==> config.mk <==
export PLATFORM = sky130hd
export DESIGN_NAME = nsst_ram
export DESIGN_NICKNAME = d
export VERILOG_FILES = /design/src/hdl/nested_span_stack_tracker_defines.svh /design/src/hdl/nsst_ram.sv
export SDC_FILE = /design/constraint.sdc
export NUM_CORES = 1
export LEC_CHECK = 0
export BUFFER_PORTS_ARGS = -buffer_cell sky130_fd_sc_hd__buf_2
export CAP_MARGIN = 30
export CORE_MARGIN = 3
export CORE_UTILIZATION = 40
export DETAILED_ROUTE_END_ITERATION = 8
export PLACE_DENSITY = 0.65
export SLEW_MARGIN = 20
export SYNTH_ARGS = -nofsm -noshare
export SYNTH_HDL_FRONTEND = slang
export SYNTH_SLANG_ARGS = --single-unit
export TNS_END_PERCENT = 50
==> constraint.sdc <==
create_clock -name clock -period 0.9 [get_ports clock]
set_input_delay 0.045 -clock clock [delete_from_list [all_inputs] [get_ports clock]]
set_output_delay 0.045 -clock clock [all_outputs]
set_load 0.03 [all_outputs]
==> src/hdl/nested_span_stack_tracker_defines.svh <==
// assertion helpers shared by the span tracker modules
`ifndef NESTED_SPAN_STACK_TRACKER_DEFINES_SVH
`define NESTED_SPAN_STACK_TRACKER_DEFINES_SVH

// same-cycle implication, quiet while reset is high
`define NSST_ASSERT_NOW(label, ante, cons, msg) \
   label: assert property (@(posedge clock) disable iff (reset) (ante) |-> (cons)) \
      else $error(msg);

// next-cycle implication, quiet while reset is high
`define NSST_ASSERT_NEXT(label, ante, cons, msg) \
   label: assert property (@(posedge clock) disable iff (reset) (ante) |=> (cons)) \
      else $error(msg);

`endif

==> src/hdl/nsst_ram.sv <==
`default_nettype none

module nsst_ram #(
   parameter int WIDTH = 8,
   parameter int DEPTH = 2
) (
   input  wire logic                     clock,
   input  wire logic                     wr_en,
   input  wire logic [$clog2(DEPTH)-1:0] wr_addr,
   input  wire logic [WIDTH-1:0]         wr_data,
   input  wire logic                     rd_en,
   input  wire logic [$clog2(DEPTH)-1:0] rd_addr,
   output logic      [WIDTH-1:0]         rd_data
);

   logic [WIDTH-1:0] mem_ff [DEPTH];
   logic [WIDTH-1:0] rd_data_ff;

   always_ff @(posedge clock) begin
      if (wr_en) begin
         mem_ff[wr_addr] <= wr_data;
      end
      if (rd_en) begin
         rd_data_ff <= mem_ff[rd_addr];
      end
   end

   assign rd_data = rd_data_ff;

endmodule

`default_nettype wire

-- Word level (Yosys, flattened, before mapping)
Memory sizes are Yosys's and may differ from the RTL's. A register that Yosys moved wholly into a read port is not among the register bits.
Cells that the tools add are included.
- register bits after elaboration: 0
- RAM bits: 16
- bits of input ports: 13
- output and inout port bits: 8
- logic and storage cells: 3
- memories: 1
- multiplexer cells: 2
- memory list (name ; words ; bits a word ; rd ports ; clocked after memory_dff ; wr ports ; RTL line ; RTL):
    mem_ff ; 2 ; 8 ; 1 ; 1 ; 1 ; nsst_ram.sv:16 ; logic [WIDTH-1:0] mem_ff [DEPTH];
- operators with widths (cell ; number):
    2-to-1 mux 1 bit ; 2

-- Longest topological paths before layout
- depth in word-level cells: 2
- mapped depth: 2
- depth with buffers taken out: 1

-- Worst setup path before layout
OpenSTA, ideal clock, no wires.
- path kind: register to register
- start point: mem mem_ff[0][0]
- end point: reg rd_data_ff[0], in the netlist rd_data[0], read port of mem_ff, data pin
- library setup time: 0.260 ns
- arrival time: 0.590 ns
- path slack: 0.050 ns
- cell stages (with the launch flop): 2
- cells stage by stage: edfxtp_1 mux2_4
- RTL lines (what ; RTL line ; RTL):
    from (decl) ; nsst_ram.sv:16 ;
    to (decl) ; nsst_ram.sv:17 ; logic [WIDTH-1:0] rd_data_ff;
No word-level cell between the ends.

-- Worst setup path after layout
- start point: reg rd_data_ff[1], in the netlist rd_data[1], read port of mem_ff
- end point: out rd_data[1]
- RTL lines (what ; RTL line ; RTL):
    to (decl) ; nsst_ram.sv:13 ; output logic [WIDTH-1:0] rd_data
No word-level cell between the ends.

==> flow_summary.yaml <==
routing:
  drt-wirelength-per-cell_um: 10.8
  route.detailed.drc: 0
  antenna_violating_nets_post_route: 0
  detail_route.wirelength_mm: 1.02
  routed-via-count: 407
  drt_iter0_drc: 9
  drt_pass1_iterations: 4
  post_drt_via_cell_ratio: 4.28
finish:
  finalNetCount: 82
  layout_commonest_cell: "sky130_fd_sc_hd__edfxtp_1"
  num_antenna_cells: 0
  multi_input_area_um2: 133
  post_route_cells_drive_above_1_share: 0.500
  flow.area_growth_from_synthesis_pct: 38.5
  final_cell_mix: "sky130_fd_sc_hd__edfxtp_1, sky130_fd_sc_hd__buf_2, sky130_fd_sc_hd__mux2_4, sky130_fd_sc_hd__dlygate4sd3_1, sky130_fd_sc_hd__buf_6"
  filler_cell_count: 139
  ff_latch_area_um2: 721
  final_cells: 95
timing:
  totalNegativeSetupSlack_ns: -0.00750
  slew_headroom: 0.835
  max_clock_freq_ghz: 1.11
  worst_slack_ns: -0.00489
  finalHoldViolations: 0
  clock_skew_ns: 0.00776
  worst_slew_pin_slew_ns: 0.247
  post_layout_min_period_ns: 0.905
  finalSetupViolations: 3
  rsz_0062_raised_after_global_routing: "true"
  ratio_of_final_minimum_period_to_clock_period: 1.01
  slew_viol_final: 0
grt:
  largest_net_degree_at_the_start_of_global_routing: 15
  grt.total_usage: 0.0852
  grt_pass1_vias: 382
  initial_antenna_violation_count: 0
  global_route_total_overflow: 0
  first_pass_grt_wire_length_mm: 1.60
critical_path:
  critical_path_sink_type: "primary output"
  cp-startpoint: "rd_data[1]"
  critPathKind: "register to primary output"
  reg2reg_from: "mem_ff[0][7]"
  cp_cell_sequence: "buf_6"
  worst_path_max_delay_cell: "sky130_fd_sc_hd__edfxtp_1"
  worstPathBufferInverterCount: 1
  critPathArrivalTime_ns: 0.86
  timing.critical_path.slowest_cell_delay_ns: 0.40
  setup.worst_path.start_class: "register"
  worst_path_dominant_cell_family: "flip-flops"
  critical_path_peak_fanout: 1
  required_ns: 0.85
synthesis:
  synth-adder-area-share: 0
  synthesis.area_um2: 865
  synth_cell_type_count: 5
  yosysWarningCount: 0
  compound_gate_portion_of_the_synthesized_area: 0
  dominant_combinational_cell_family_by_area_after_synthesis: "multiplexers"
  synthesized_area_fraction_occupied_by_and_or_nand_nor_cells: 0.0145
  synth_xor_area_frac: 0
  seq_area_frac_synth: 0.834
  syn_avg_cell_area_um2: 24.7
  syn_nets: 48
  synth-seq-cells: 24
  synth_cells: 35
  muxShareOfSynthArea: 0.139
die:
  core_region_area_um2: 2000
  die_h_um: 52.5
  io-pin-count: 21
  initial_utilization: 0.432
  die_w_um: 52.5
  die-area_um2: 2760
  rows: 16
power:
  cellInternalPower_mw: 1.92
  ir_drop_mv: 1.26
  power.share.switching: 0.182
  clock_power_share: 0.316
  combinationalPowerShare: 0.112
  power.sequential.fraction: 0.572
  power.density_cell_area_nw_per_um2: 1960
  total_power_mw: 2.35
  switchingPower_uw: 428
  static-leakage-power_nw: 0.470
clock_network:
  cts_tree: "yes"
  clock-root-buffer: "sky130_fd_sc_hd__clkbuf_4"
  cts_sinks: 24
  clk_pin_slew_ns: 0.12
  cts-buffers-inserted: 3
  post-cts-setup-buffers: 0
  clock_latency_ns: 0.31
  clock_tree.buffer_depth: 2
  cts-htree-levels: 1
run_status:
  outcome: "finished, violations left"
  failed_checks: "negative setup slack"
placement:
  dp_slack_ns: 0.0152
  placedCellCount: 83
  gpl.final_weighted_congestion: 0.613
  placement.io_buffers: 20
hold_path:
  worst_hold_path_type: "input pin to register"
  hp-start: "rd_en"
run:
  timing.max_cap.violations: 0
final cells by class:
type	count	area share
Clock buffer	3	0.0188
Tap cell	27	0.0282
Clock inverter	1	0.0251
Sequential cell	24	0.602
Multi-Input combinational cell	10	0.111
Timing Repair Buffer	30	0.215
cell usage after synthesis (all sizes together):
master,n,area share
and2,1,0.0072
buf,1,0.013
edfxtp,24,0.83
nor2b,1,0.0072
mux2,8,0.14
per-layer routing:
metal	vias to the layer above	GRT usage	part of all wire
met5	-	0	0
met4	0	0.0638	0.023
met3	4	0.0285	0.067
met2	18	0.138	0.50
met1	182	0.0902	0.41
li1	203	-	-
kinds of logic (layout without fill, tap and decap cells):
kind of cell	Yosys count	in the layout
multiplexers	8	8
AND/OR/NAND/NOR	2	2
flip-flops	24	24
buffers and inverters	1	34
flip-flops by register name, indices dropped and copies added (netlist names):
signal / count
mem_ff: 16
rd_data: 8
power by group through the flow:
stage	registers [mW]	logic [mW]	clock network [mW]
3_3_place_gp	1.36	0.206	0
2_1_floorplan	1.42	0.0764	0
5_1_grt	1.35	0.279	0.820
4_1_cts	1.34	0.263	0.771
6_report	1.34	0.262	0.742
3_5_place_dp	1.36	0.208	0
path summary, 6_finish.rpt:
check,slack [ns],endpoint,depth (start not counted)
worst min-delay path,0.06,rd_data[7],1
worst max register to register,-0.005,rd_data[7],1
worst min register to register,0.56,rd_data[2],1
worst max-delay path,-0.005,rd_data[1],1
stage by stage:
stage	instance area [um^2]	hold slack, ns	utilization
floorplan	865	0.144	-
global placement	1010	0.235	0.507
detailed placement	1010	0.240	0.507
CTS	1200	0.0537	0.598
global route	1200	0.0427	0.598
finish	1200	0.0578	0.598
timing repair:
action	in CTS	in global routing
endpoints found under the hold margin	16	0
hold buffers	8	0
gates resized for setup	16	0
endpoints found under the setup margin	8	13
Power figures use the tool's default switching activity.
