[config.mk]
export PLATFORM = sky130hd
export DESIGN_NAME = nsst_idgen
export DESIGN_NICKNAME = d
export VERILOG_FILES = /design/src/hdl/nsst_pkg.sv /design/src/hdl/nsst_idgen.sv
export VERILOG_INCLUDE_DIRS = /design/src /design/src/hdl
export SDC_FILE = /design/constraint.sdc
export NUM_CORES = 2
export LEC_CHECK = 0
export BUFFER_PORTS_ARGS = -buffer_cell sky130_fd_sc_hd__buf_2
export CORE_MARGIN = 5
export CORE_UTILIZATION = 45
export DETAILED_ROUTE_END_ITERATION = 16
export GPL_ROUTABILITY_DRIVEN = 1
export PLACE_DENSITY = 0.61
export SYNTH_ARGS = -nofsm -noshare
export SYNTH_HDL_FRONTEND = slang
export SYNTH_SLANG_ARGS = --single-unit
[constraint.sdc]
create_clock -name clock -period 18.5 [get_ports clock]
set_clock_uncertainty 0.1 [all_clocks]
set_input_delay 0.925 -clock clock [delete_from_list [all_inputs] [get_ports clock]]
set_output_delay 0.925 -clock clock [all_outputs]
set_load 0.05 [all_outputs]
[src/hdl/nested_span_stack_tracker_defines.svh]
// assertion helpers shared by the span tracker modules
`ifndef NESTED_SPAN_STACK_TRACKER_DEFINES_SVH
`define NESTED_SPAN_STACK_TRACKER_DEFINES_SVH

// same-cycle implication, quiet while reset is high
`define NSST_ASSERT_NOW(label, ante, cons, msg) \
   label: assert property (@(posedge clock) disable iff (reset) (ante) |-> (cons)) \
      else $error(msg);

// next-cycle implication, quiet while reset is high
`define NSST_ASSERT_NEXT(label, ante, cons, msg) \
   label: assert property (@(posedge clock) disable iff (reset) (ante) |=> (cons)) \
      else $error(msg);

`endif

[src/hdl/nsst_pkg.sv]
`default_nettype none

package nsst_pkg;

   localparam int STACK_DEPTH_DEF = 128;
   localparam int SPAN_SLOTS_DEF  = 256;

   localparam logic [63:0] GOLDEN_SEED = 64'h9E37_79B9_7F4A_7C15;
   localparam logic [63:0] XS_MULT     = 64'h2545_F491_4F6C_DD1D;
   localparam logic [15:0] CNT_MAX     = 16'hFFFF;

   // request kinds
   localparam logic [1:0] REQ_BEGIN = 2'd0;
   localparam logic [1:0] REQ_END   = 2'd1;
   localparam logic [1:0] REQ_START = 2'd2;

   // result status codes
   localparam logic [2:0] ST_OPENED       = 3'd0;
   localparam logic [2:0] ST_OPENED_UNREC = 3'd1;
   localparam logic [2:0] ST_OVERFLOW     = 3'd2;
   localparam logic [2:0] ST_CLOSED       = 3'd3;
   localparam logic [2:0] ST_CLOSED_UNREC = 3'd4;
   localparam logic [2:0] ST_IGNORED      = 3'd5;
   localparam logic [2:0] ST_INACTIVE     = 3'd6;

   // register indexes
   localparam logic [0:0] CSR_RNG_SEED      = 1'b0;
   localparam logic [0:0] CSR_REMOTE_PARENT = 1'b1;

   typedef struct packed {
      logic [1:0]  req_type;
      logic [63:0] now_ns;
   } req_item_type;

   typedef struct packed {
      logic [2:0]  status;
      logic [7:0]  slot;
      logic [63:0] span_id;
      logic [63:0] parent_span;
      logic [63:0] elapsed_ns;
      logic [15:0] dropped_count;
      logic [7:0]  stack_depth;
   } rsp_item_type;

endpackage

`default_nettype wire

[src/hdl/nsst_idgen.sv]
`default_nettype none

`include "nested_span_stack_tracker_defines.svh"

module nsst_idgen
   import nsst_pkg::*;
(
   input  wire logic        clock,
   input  wire logic        reset,
   input  wire logic        start,
   input  wire logic [63:0] seed,
   output logic             done,
   output logic [63:0]      id
);

   typedef enum logic [2:0] {G_IDLE, G_LL, G_HL, G_LH, G_SUM} gen_state_type;

   gen_state_type state_ff, state_in;
   logic [63:0]   rng_ff, rng_in;
   logic [63:0]   p0_ff, p0_in;
   logic [31:0]   p1_ff, p1_in;
   logic [31:0]   p2_ff, p2_in;
   logic [63:0]   id_ff, id_in;
   logic          done_ff, done_in;

   logic [63:0] x_base, xs1, xs2, xs3;
   logic [31:0] mul_a, mul_b;
   logic [63:0] mul_p;

   // a zero state picks up the seed, a zero seed the golden constant
   assign x_base = (rng_ff != 64'd0) ? rng_ff : ((seed != 64'd0) ? seed : GOLDEN_SEED);
   assign xs1    = x_base ^ (x_base >> 12);
   assign xs2    = xs1 ^ (xs1 << 25);
   assign xs3    = xs2 ^ (xs2 >> 27);

   // low 64 bits of state * multiplier from three 32x32 partial products
   always_comb begin
      case (state_ff)
         G_HL: begin
            mul_a = rng_ff[63:32];
            mul_b = XS_MULT[31:0];
         end
         G_LH: begin
            mul_a = rng_ff[31:0];
            mul_b = XS_MULT[63:32];
         end
         default: begin
            mul_a = rng_ff[31:0];
            mul_b = XS_MULT[31:0];
         end
      endcase
   end

   assign mul_p = mul_a * mul_b;

   always_comb begin
      state_in = state_ff;
      rng_in   = rng_ff;
      p0_in    = p0_ff;
      p1_in    = p1_ff;
      p2_in    = p2_ff;
      id_in    = id_ff;
      done_in  = 1'b0;
      case (state_ff)
         G_IDLE: begin
            if (start) begin
               rng_in   = xs3;
               state_in = G_LL;
            end
         end
         G_LL: begin
            p0_in    = mul_p;
            state_in = G_HL;
         end
         G_HL: begin
            p1_in    = mul_p[31:0];
            state_in = G_LH;
         end
         G_LH: begin
            p2_in    = mul_p[31:0];
            state_in = G_SUM;
         end
         G_SUM: begin
            id_in    = p0_ff + {p1_ff + p2_ff, 32'h0};
            done_in  = 1'b1;
            state_in = G_IDLE;
         end
         default: begin
            state_in = G_IDLE;
         end
      endcase
   end

   always_ff @(posedge clock) begin
      if (reset) begin
         state_ff <= G_IDLE;
         rng_ff   <= 64'd0;
         done_ff  <= 1'b0;
      end else begin
         state_ff <= state_in;
         rng_ff   <= rng_in;
         done_ff  <= done_in;
      end
   end

   always_ff @(posedge clock) begin
      p0_ff <= p0_in;
      p1_ff <= p1_in;
      p2_ff <= p2_in;
      id_ff <= id_in;
   end

   assign done = done_ff;
   assign id   = id_ff;

   `NSST_ASSERT_NEXT(a_done_single, done_ff, !done_ff, "id done held for more than one cycle")
   `NSST_ASSERT_NOW(a_start_when_idle, start, state_ff == G_IDLE, "id requested while busy")
   `NSST_ASSERT_NEXT(a_state_nonzero, state_ff == G_LL, rng_ff != 64'd0, "generator state zero")

endmodule

`default_nettype wire

# [After elaboration in Yosys (flattened, before gate mapping)]
# Cells that the tools add are included.
[op_classes] n_addsub=2 bitwise=3 eq_ne=5 n_reduce_logical=4 muxes=7 mul=1
[ops] operator="64-bit 2-to-1 mux" count=2
[ops] operator="64-bit nonzero test" count=2
[ops] operator="64-bit adder" count=1
[ops] operator="64-bit by 37-bit bitwise XOR with 64-bit output" count=1
[ops] operator="64-bit by 52-bit bitwise XOR with 64-bit output" count=1
[ops] operator="64-bit bitwise XOR" count=1
[ops] operator="32-bit by 31-bit multiplier with 63-bit output" count=1
[ops] operator="32-bit adder" count=1
[ops] operator="32-bit 2-to-1 mux" count=1
[ops] operator="31-bit 2-to-1 mux" count=1
[ops] operator="3-bit case mux with 4 select lines" count=1
[ops] operator="3-bit by 2-bit equality test with 1-bit output (second input constant)" count=2
[ops] operator="3-bit by 1-bit equality test with 1-bit output (second input constant)" count=1
[ops] operator="3-bit equality test (second input constant)" count=1
[ops] operator="3-bit zero test" count=1
[ops] operator="3-bit 2-to-1 mux" count=1
[ops] operator="2-bit inequality test (second input constant)" count=1
[ops] operator="2-bit AND reduction" count=1
[ops] operator="1-bit 2-to-1 mux" count=1
[totals] output_inout_bits=65 input_bits=67 wordCells=29 reg_bits=260

# [Depth between registers and ports, before layout]
[depth] word_depth=6 ltp_mapped=36

# [Worst setup path before layout]
# OpenSTA, ideal clock, no wires.
[synth_timing] kind="register to register" from="reg state_ff[1]" to="reg p0_ff[59], data pin" synth_period_minus_slack_ns=11.239 stages_incl_launch_ff=35 setup_slack_ns=7.261 t_arrival_ns=10.880 required_time_ns=18.141 cell_sequence="dfxtp_1 > clkbuf_1 > nor3b_1 > buf_2 > buf_2 > buf_1 > buf_1 > mux2i_1 > nor2_1 > inv_1 > fa_1 > inv_1 > fa_1 > inv_1 > fa_1 > fa_1 > inv_1 > fa_1 > fa_1 > fa_1 > inv_1 > fa_1 > inv_1 > ha_1 > clkbuf_1 > a211oi_1 > o21ai_0 > or3_1 > a211o_1 > o41ai_1 > nor2_1 > a311oi_1 > o31ai_1 > a21oi_1 > xnor2_1"
[synth_via] elab_chain_cells=3
[synth_lines] element="start, declared" line_no="nsst_idgen.sv:18" source="gen_state_type state_ff, state_in;"
[synth_lines] element="start signal, assigned" line_no="nsst_idgen.sv:100" source="state_ff <= state_in;"
[synth_lines] element="3-bit by 2-bit equality test with 1-bit output" line_no="nsst_idgen.sv:38" source="case (state_ff)"
[synth_lines] element="32-bit 2-to-1 mux / 31-bit 2-to-1 mux (equally long branches)" line_no="nsst_idgen.sv:38"
[synth_lines] element="32-bit by 31-bit multiplier with 63-bit output *" line_no="nsst_idgen.sv:54" source="assign mul_p = mul_a * mul_b;"
[synth_lines] element="named net mul_p[59]" line_no="nsst_idgen.sv:28" source="logic [63:0] mul_p;"
[synth_lines] element="end signal, assigned" line_no="nsst_idgen.sv:107" source="p0_ff <= p0_in;"
[synth_lines] element="end, declared" line_no="nsst_idgen.sv:20" source="logic [63:0] p0_ff, p0_in;"
# Mark *: on every way through the listed nets, which the timed path passes. The rest lies on a longest branch.
# A chain may end at the register's enable or synchronous reset.

# [Worst setup path after layout]
# Same ends and word-level chain as after synthesis.

==> flow_metrics.py <==
metrics = {
    "die": {
        "rows": 106,
        "initial_utilization_pct": 45.22,
        "die_x_um": 299.3,
        "io_pins": 132,
        "die-area_um2": 89570,
        "die_y_um": 299.3,
        "core_um2": 83290,
    },
    "global_route": {
        "grt_pass1_vias": 28310,
        "grt.overflow.total": 0,
        "grt_pass1_wl_um": 172200,
        "grt_max_degree": 99,
        "track_usage_pct": 25.25,
        "antenna_found_initial": 1,
    },
    "clock_network": {
        "clock_sinks": 259,
        "postCtsSetupRepairBufs": 0,
        "clk_latency_ns": 0.61,
        "cts_tree": "done",
        "cts_htree_levels": 1,
        "clock_path_buffers": 3,
        "cts_hold_buf": 0,
        "clkTransAtPathRegs_ns": 0.06,
        "cts_buffers": 31,
        "cts_resized": 0,
        "cts_root_buf": "clkbuf_16",
    },
    "placed_design": {
        "numPortBuffers": 131,
        "globalplace.congestion": 0.9796,
        "dp_hpwl_um": 95770,
    },
    "routing": {
        "drtPass1Iterations": 5,
        "remaining_drc_errors": 0,
        "postRouteAntennaNets": 0,
        "wl_per_cell_um": 22.24,
        "vias": 27380,
        "avgViaCountPerCell": 5.374,
        "drtIter0Drc": 2228,
        "routed_wl_um": 113300,
    },
    "timing": {
        "tightest_slew_ns": 1.118,
        "slew_violations": 0,
        "setup_viol": 0,
        "hold_viol": 0,
        "post-route-period-util_pct": 58.37,
        "max_clock_freq_mhz": 92.61,
        "relSlewSlack_pct": 24.81,
        "min_period_ns": 10.80,
        "rsz0062_at_grt": "false",
        "tns_ns": 0,
    },
    "layout": {
        "area_delta_synth_final_pct": 7.661,
        "layout_commonest_cell": "inv_1",
        "seq_area_um2": 7097,
        "final_cell_mix": "inv_1 (865), fa_1 (572), ha_1 (450)",
        "drive_above_1_share_pct": 6.403,
        "multi_input_area_um2": 27020,
        "n_fill_cell": 7931,
        "final_net_count": 5078,
    },
    "yosys": {
        "synth_area_um2": 37660,
        "ys_seq_area_share_pct": 18.84,
        "ys.flop_type": "edfxtp_1",
        "ys_async_sr_fraction_pct": 0,
        "synth_cells": 3879,
        "synth_cell_type_count": 75,
        "synth.avg_cell_area_um2": 9.709,
        "yosys_warnings": 0,
        "ys_ff_latch": 259,
        "synth-edff-count": 191,
    },
    "critical_path": {
        "slowest_delay_ns": 0.87,
        "required_ns": 18.75,
        "critical_path.slowest_cell": "mux2i_1",
        "worst_path_most_repeated_cell": "fa_1",
        "startpoint_type": "flip-flop",
        "path_max_fanout": 40,
        "path_class": "flip-flop to flip-flop",
        "worst_setup_path_end_kind": "flip-flop",
        "cp.arrival_ns": 11.04,
    },
    "run_status": {
        "status": "finished, final reports clean",
    },
    "hold_path": {
        "min_path_type": "flip-flop to flip-flop",
    },
    "flow_run": {
        "drv_cap": 0,
    },
}
[flip-flops by register name, summed over array words and instances (netlist names)]
| signal | count |
|---|---|
| id | 64 |
| rng_ff | 64 |
| state_ff | 3 |
| p1_ff | 32 |
| p0_ff | 63 |
| done | 1 |
| p2_ff | 32 |
[metal layers]
metal  GRT usage, %  wire length [um]
met1          33.60             47100
met2          42.00             52900
met3          4.215              8262
met4          8.990              5037
met5              0                14
[area by class of cell]
cell class	instances	share of cell area (%)
well taps	1080	3.333
clock buffers	32	1.923
diodes	1	0.006172
flip-flops and latches	259	17.50
multi-input cells	2674	66.63
repair buffers	151	1.987
clock inverters	26	0.5400
inverters	872	8.076
[stage by stage]
| stage | worst slack [ns] | instances | util [%] | hold WS, ns | cell area (um^2) |
|---|---|---|---|---|---|
| final | 7.702 | 5095 | 48.68 | 0.3177 | 40550 |
| after global routing | 7.091 | 5095 | 48.68 | 0.3207 | 40550 |
| after CTS | 7.747 | 5094 | 48.68 | 0.3180 | 40540 |
| after detailed placement | 7.795 | 5036 | 47.48 | 0.3045 | 39540 |
| after global placement | 7.877 | 5036 | 47.48 | 0.3016 | 39540 |
| after floorplan | 7.261 | 3927 | - | 0.3003 | 37840 |
[critical path: cells and delay by family (launching register included)]
family          cells  cell delay [ns]
buf+inv             7             1.70
fa+ha+maj           9             4.46
xor+xnor            1             0.08
simple gates        3             0.70
compound gates      7             2.09
mux                 1             0.87
flops               1             0.51
[cells in the mapped netlist, types with 18 or more instances]
cell / instances / area (um^2)
nand4_1: 28 / 175.2
o211ai_1: 19 / 142.6
clkbuf_1: 96 / 360.4
nand3_1: 35 / 175.2
o21a_1: 19 / 142.6
fa_1: 572 / 11450
nor4_1: 39 / 244.0
nor3_1: 33 / 165.2
a21o_1: 78 / 585.6
dfxtp_1: 68 / 1361
inv_1: 866 / 3251
edfxtp_1: 191 / 5736
nor2_1: 232 / 870.8
xor2_1: 100 / 875.8
a21oi_1: 227 / 1136
a211oi_1: 52 / 390.4
mux2_2: 18 / 202.7
o21ai_0: 123 / 615.6
nand2_1: 210 / 788.3
xnor2_1: 166 / 1454
o21bai_1: 22 / 165.2
ha_1: 450 / 5630
[cells by family after synthesis]
kind of cell | share of synthesized area (%)
AOI/OAI and AO/OA | 10.54
xor gates and xnor gates | 6.246
adders and majority gates | 45.36
buffers and inverters | 10.01
DFF | 18.84
muxes | 0.7774
other | 0.01994
and+or+nand+nor | 8.213
[final timing paths]
check	cells after the start	slack [ns]	startpoint	endpoint
worst max-delay path	28	7.70	state_ff[1]$_SDFFE_PP0P_	p0_ff[59]$_DFFE_PP_
worst min-delay path	0	0.32	p0_ff[22]$_DFFE_PP_	id[22]$_DFFE_PP_
worst max register to register	28	7.70	state_ff[1]$_SDFFE_PP0P_	p0_ff[59]$_DFFE_PP_
worst min register to register	0	0.32	p0_ff[22]$_DFFE_PP_	id[22]$_DFFE_PP_
Power is not shown: default switching activity piles up to over one toggle a cycle in this logic, so the estimate is an artifact.
